File: config.mk
export PLATFORM = sky130hd
export DESIGN_NAME = ttb_ram
export DESIGN_NICKNAME = d
export VERILOG_FILES = /design/src/rtl/ttb_ram.sv
export SDC_FILE = /design/constraint.sdc
export NUM_CORES = 1
export LEC_CHECK = 0
export ABC_AREA = 1
export CORE_MARGIN = 2
export CORE_UTILIZATION = 55
export CTS_BUF_LIST = sky130_fd_sc_hd__clkbuf_2
export CTS_CLUSTER_DIAMETER = 120
export DETAILED_ROUTE_END_ITERATION = 10
export DONT_BUFFER_PORTS = 1
export PLACE_DENSITY = 0.7
export SLEW_MARGIN = 15
export SYNTH_ARGS = -nofsm -noshare
export SYNTH_HDL_FRONTEND = slang
export SYNTH_SLANG_ARGS = --single-unit
File: constraint.sdc
create_clock -name clk -period 1.91 [get_ports clk]
set_input_delay 0.2865 -clock clk [delete_from_list [all_inputs] [get_ports clk]]
set_output_delay 0.2865 -clock clk [all_outputs]
set_load 0.005 [all_outputs]
File: src/rtl/ttb_ram.sv
module ttb_ram #(
  parameter int WIDTH = 8,
  parameter int DEPTH = 16
) (
  input  logic                     clk,
  input  logic                     we,
  input  logic [$clog2(DEPTH)-1:0] waddr,
  input  logic [WIDTH-1:0]         wdata,
  input  logic [$clog2(DEPTH)-1:0] raddr,
  output logic [WIDTH-1:0]         rdata
);
  logic [WIDTH-1:0] mem [DEPTH];

  always_ff @(posedge clk) begin
    if (we) begin
      mem[waddr] <= wdata;
    end
    rdata <= mem[raddr];
  end
endmodule

; ---- Yosys cells after proc, flatten, opt, wreduce, memory -nomap -nowiden
; Memory sizes are Yosys's and may differ from the RTL's. A register that Yosys moved wholly into a read port is not among the register bits.
; Cells that the tools add are included.
[classes]
addsub = 0
n_mul = 0
div_mod_pow = 0
order_cmp = 0
n_eq_ne = 0
shifts = 0
n_mux = 2
bitwise_logic = 0
reduce_logical = 0
[ops]
columns = cell, n
row1 = $mux W1, 2
[totals]
register_bits = 0
latchBits = 0
ramBits = 128
romBits = 0
inputBits = 18
out_inout_bits = 8
word_cells = 3
memories = 1
[mem_list]
columns = name, depth, word_bits, rd, rd_clocked_by_memory_dff, write_ports, line_no
row1 = mem, 16, 8, 1, 1, 1, 12  ; logic [WIDTH-1:0] mem [DEPTH];

; ---- Longest topological paths before layout
[depth]
depth_word = 2
ltp_mapped = 8
ltp_nobuf = 7

; ---- Worst setup path before layout
; No wires, ideal clock.
[synth_path]
kind = input port to flip-flop
start = in waddr[2]
end = mem mem[10][0], enable pin
arrival_ns = 0.867
setup_slack_ns = 0.673
path_stages = 2
n_path_buf = 0
path_cell_list = nand3b_1 nor2_1
[synth_lines]
columns = element, line_no
row1 = from (decl), 7  ; input logic [$clog2(DEPTH)-1:0] waddr,
row2 = to (decl), 12
; Straight into the memory's write port.

==> impl_metrics.json <==
{
  "netlist_area_um2": 5770,
  "reg2reg_slack_ns": 0.37,
  "crit_arrival_ns": 2.12,
  "relSlewSlack": 0.475,
  "vias": 3836,
  "cap_violations": 0,
  "gp_congestion": 0.873,
  "ant_nets": 0,
  "stdcell_count": 730,
  "place.port_buffers": 0,
  "p_per_area_nw_per_um2": 850,
  "dr.pass1.iters": 5,
  "nets": 599,
  "path_class": "flip-flop to flip-flop",
  "routed_wl_um": 12800,
  "finalCritPeriodShare": 0.806,
  "drive_above_1_share": 0.0859,
  "skew_ns": 0.0314,
  "drc": 0,
  "status": "complete, no violations",
  "cts_root_buf": "clkbuf_2",
  "initial_core_util": 0.564,
  "core_area_um2": 10200,
  "cts_setup_buffers": 0,
  "antenna_found_initial": 2,
  "globalRouteOverflowTotal": 0,
  "critical_path_required_ns": 2.49,
  "dp_hpwl_um": 7290,
  "syn_avg_cell_area_um2": 10.5,
  "drt_iter0_drc": 307,
  "worst_pin_slew_ns": 0.785,
  "cts_tree": "yes",
  "mostFrequentLayoutCells": "nand2_1, edfxtp_1, inv_1",
  "setup_viol": 0,
  "final-hold-violation-count": 0,
  "post_drt_wl_per_cell_um": 17.5,
  "synth_area_leaders": "edfxtp_1, nand2_1, nand3_1",
  "finalSetupTns_ns": 0,
  "hold_path.class": "input pin to flip-flop",
  "ys_seq_area_frac": 0.694,
  "leakagePower_uw": 0.00272,
  "fmax_ghz": 0.650,
  "dp_cells": 679,
  "ys_types": 12,
  "post-synth-top-area-fraction": 0.667,
  "areaGrowthSynthToFinish_pct": 9.96,
  "synth.largest_area_cell": "edfxtp_1",
  "final_common_cell": "nand2_1",
  "fin_crit_ns": 1.54,
  "cts_buffers": 17,
  "yosysWarnings": 0,
  "clockBufferDepth": 2,
  "diodes": 0,
  "yosys_register_bits": 136,
  "syn_inst": 551,
  "die_w_um": 106,
  "clock-sinks": 136,
  "clock_latency_ns": 0.68,
  "fp.dieH_um": 106,
  "htreeDepth": 4,
  "vdd_ir_drop_max_uv": 569,
  "endpoint_kind": "flip-flop",
  "path_max_fanout": 1,
  "grt_pass1_wl_um": 20100,
  "grtUsageTotal": 0.244,
  "viasPerCell": 5.25,
  "cts.clk_slew.worst_paths_ns": 0.19,
  "core.rowCount": 37,
  "grt_max_degree": 37,
  "syn_nets": 569,
  "die-area_um2": 11300,
  "grt_pass1_vias": 3725,
  "rsz0062_at_grt": "false",
  "cp-start-kind": "flip-flop",
  "finalMaxSlewViolations": 0,
  "pin_count": 26
}
[report_power, final]
| part | switching [uW] | leakage, uW | internal, uW |
|---|---|---|---|
| clock network | 1050 | 0.000131 | 608 |
| registers | 25.2 | 0.00122 | 3330 |
| logic | 259 | 0.00136 | 120 |
| total | 1330 | 0.00272 | 4060 |
[per-layer routing]
metal	routed length [um]	global-route usage	vias up
met1	5360	0.328	1809
met2	5970	0.371	153
met4	346	0.106	4
li1	-	-	1840
met3	1070	0.0699	30
met5	27	0	-
[final timing paths]
path,from,end,cells after the start
max,mem[10][1],rdata[1],7
min,raddr[0],rdata[5],5
max reg2reg,mem[10][1],rdata[1],7
min reg2reg,mem[4][1],rdata[1],6
[kinds of logic after synthesis]
| group | Yosys count | synth area share |
|---|---|---|
| buffers and inverters | 126 | 0.0952 |
| DFF | 136 | 0.694 |
| and+or+nand+nor | 289 | 0.210 |
[worst max-delay path, stage by stage (launching register included)]
cell	delay, ns
edfxtp_1	0.41
inv_1	0.06
nand2_1	0.05
nand3_1	0.09
nand3_1	0.12
nand3_1	0.13
dlygate4sd3_1	0.56
nand2_1	0.05
[sequential cells by signal, indices dropped and copies added, names as in the netlist]
| register | count |
|---|---|
| rdata | 8 |
| mem | 128 |
[synth_stat cells]
| library cell | count |
|---|---|
| inv_1 | 100 |
| edfxtp_1 | 128 |
| nand3_1 | 97 |
| dfxtp_1 | 8 |
| nor2_1 | 17 |
| buf_6 | 6 |
| buf_2 | 13 |
| buf_1 | 1 |
| buf_4 | 4 |
| inv_2 | 2 |
| nand2_1 | 173 |
| nand3b_1 | 2 |
[final cells by class]
cell class | count | area [um^2]
Sequential cell | 136 | 4000
Fill cell | 860 | 3890
Multi-Input combinational cell | 289 | 1210
Inverter | 102 | 383
Timing Repair Buffer | 35 | 330
Tap cell | 136 | 170
Clock inverter | 14 | 150
Clock buffer | 18 | 90.1
[stage by stage]
stage | hold WS [ns] | area, um^2 | total power [uW] | setup slack (ns) | util
finish | 0.0412 | 6340 | 5390 | 0.371 | 0.620
global placement | 0.386 | 5890 | 3670 | 0.581 | 0.576
detailed placement | 0.386 | 5890 | 3680 | 0.535 | 0.576
CTS | 0.00163 | 6320 | 5420 | 0.370 | 0.618
floorplan | 0.385 | 5770 | 3650 | 0.673 | -
global route | 0.00328 | 6340 | 5610 | 0.258 | 0.620
[repair_timing]
item / in CTS / in global routing
gates resized for setup: 0 / 0
endpoints found under the hold margin: 136 / 4
hold buffers: 17 / 2
(Power assumes the default switching activity.)
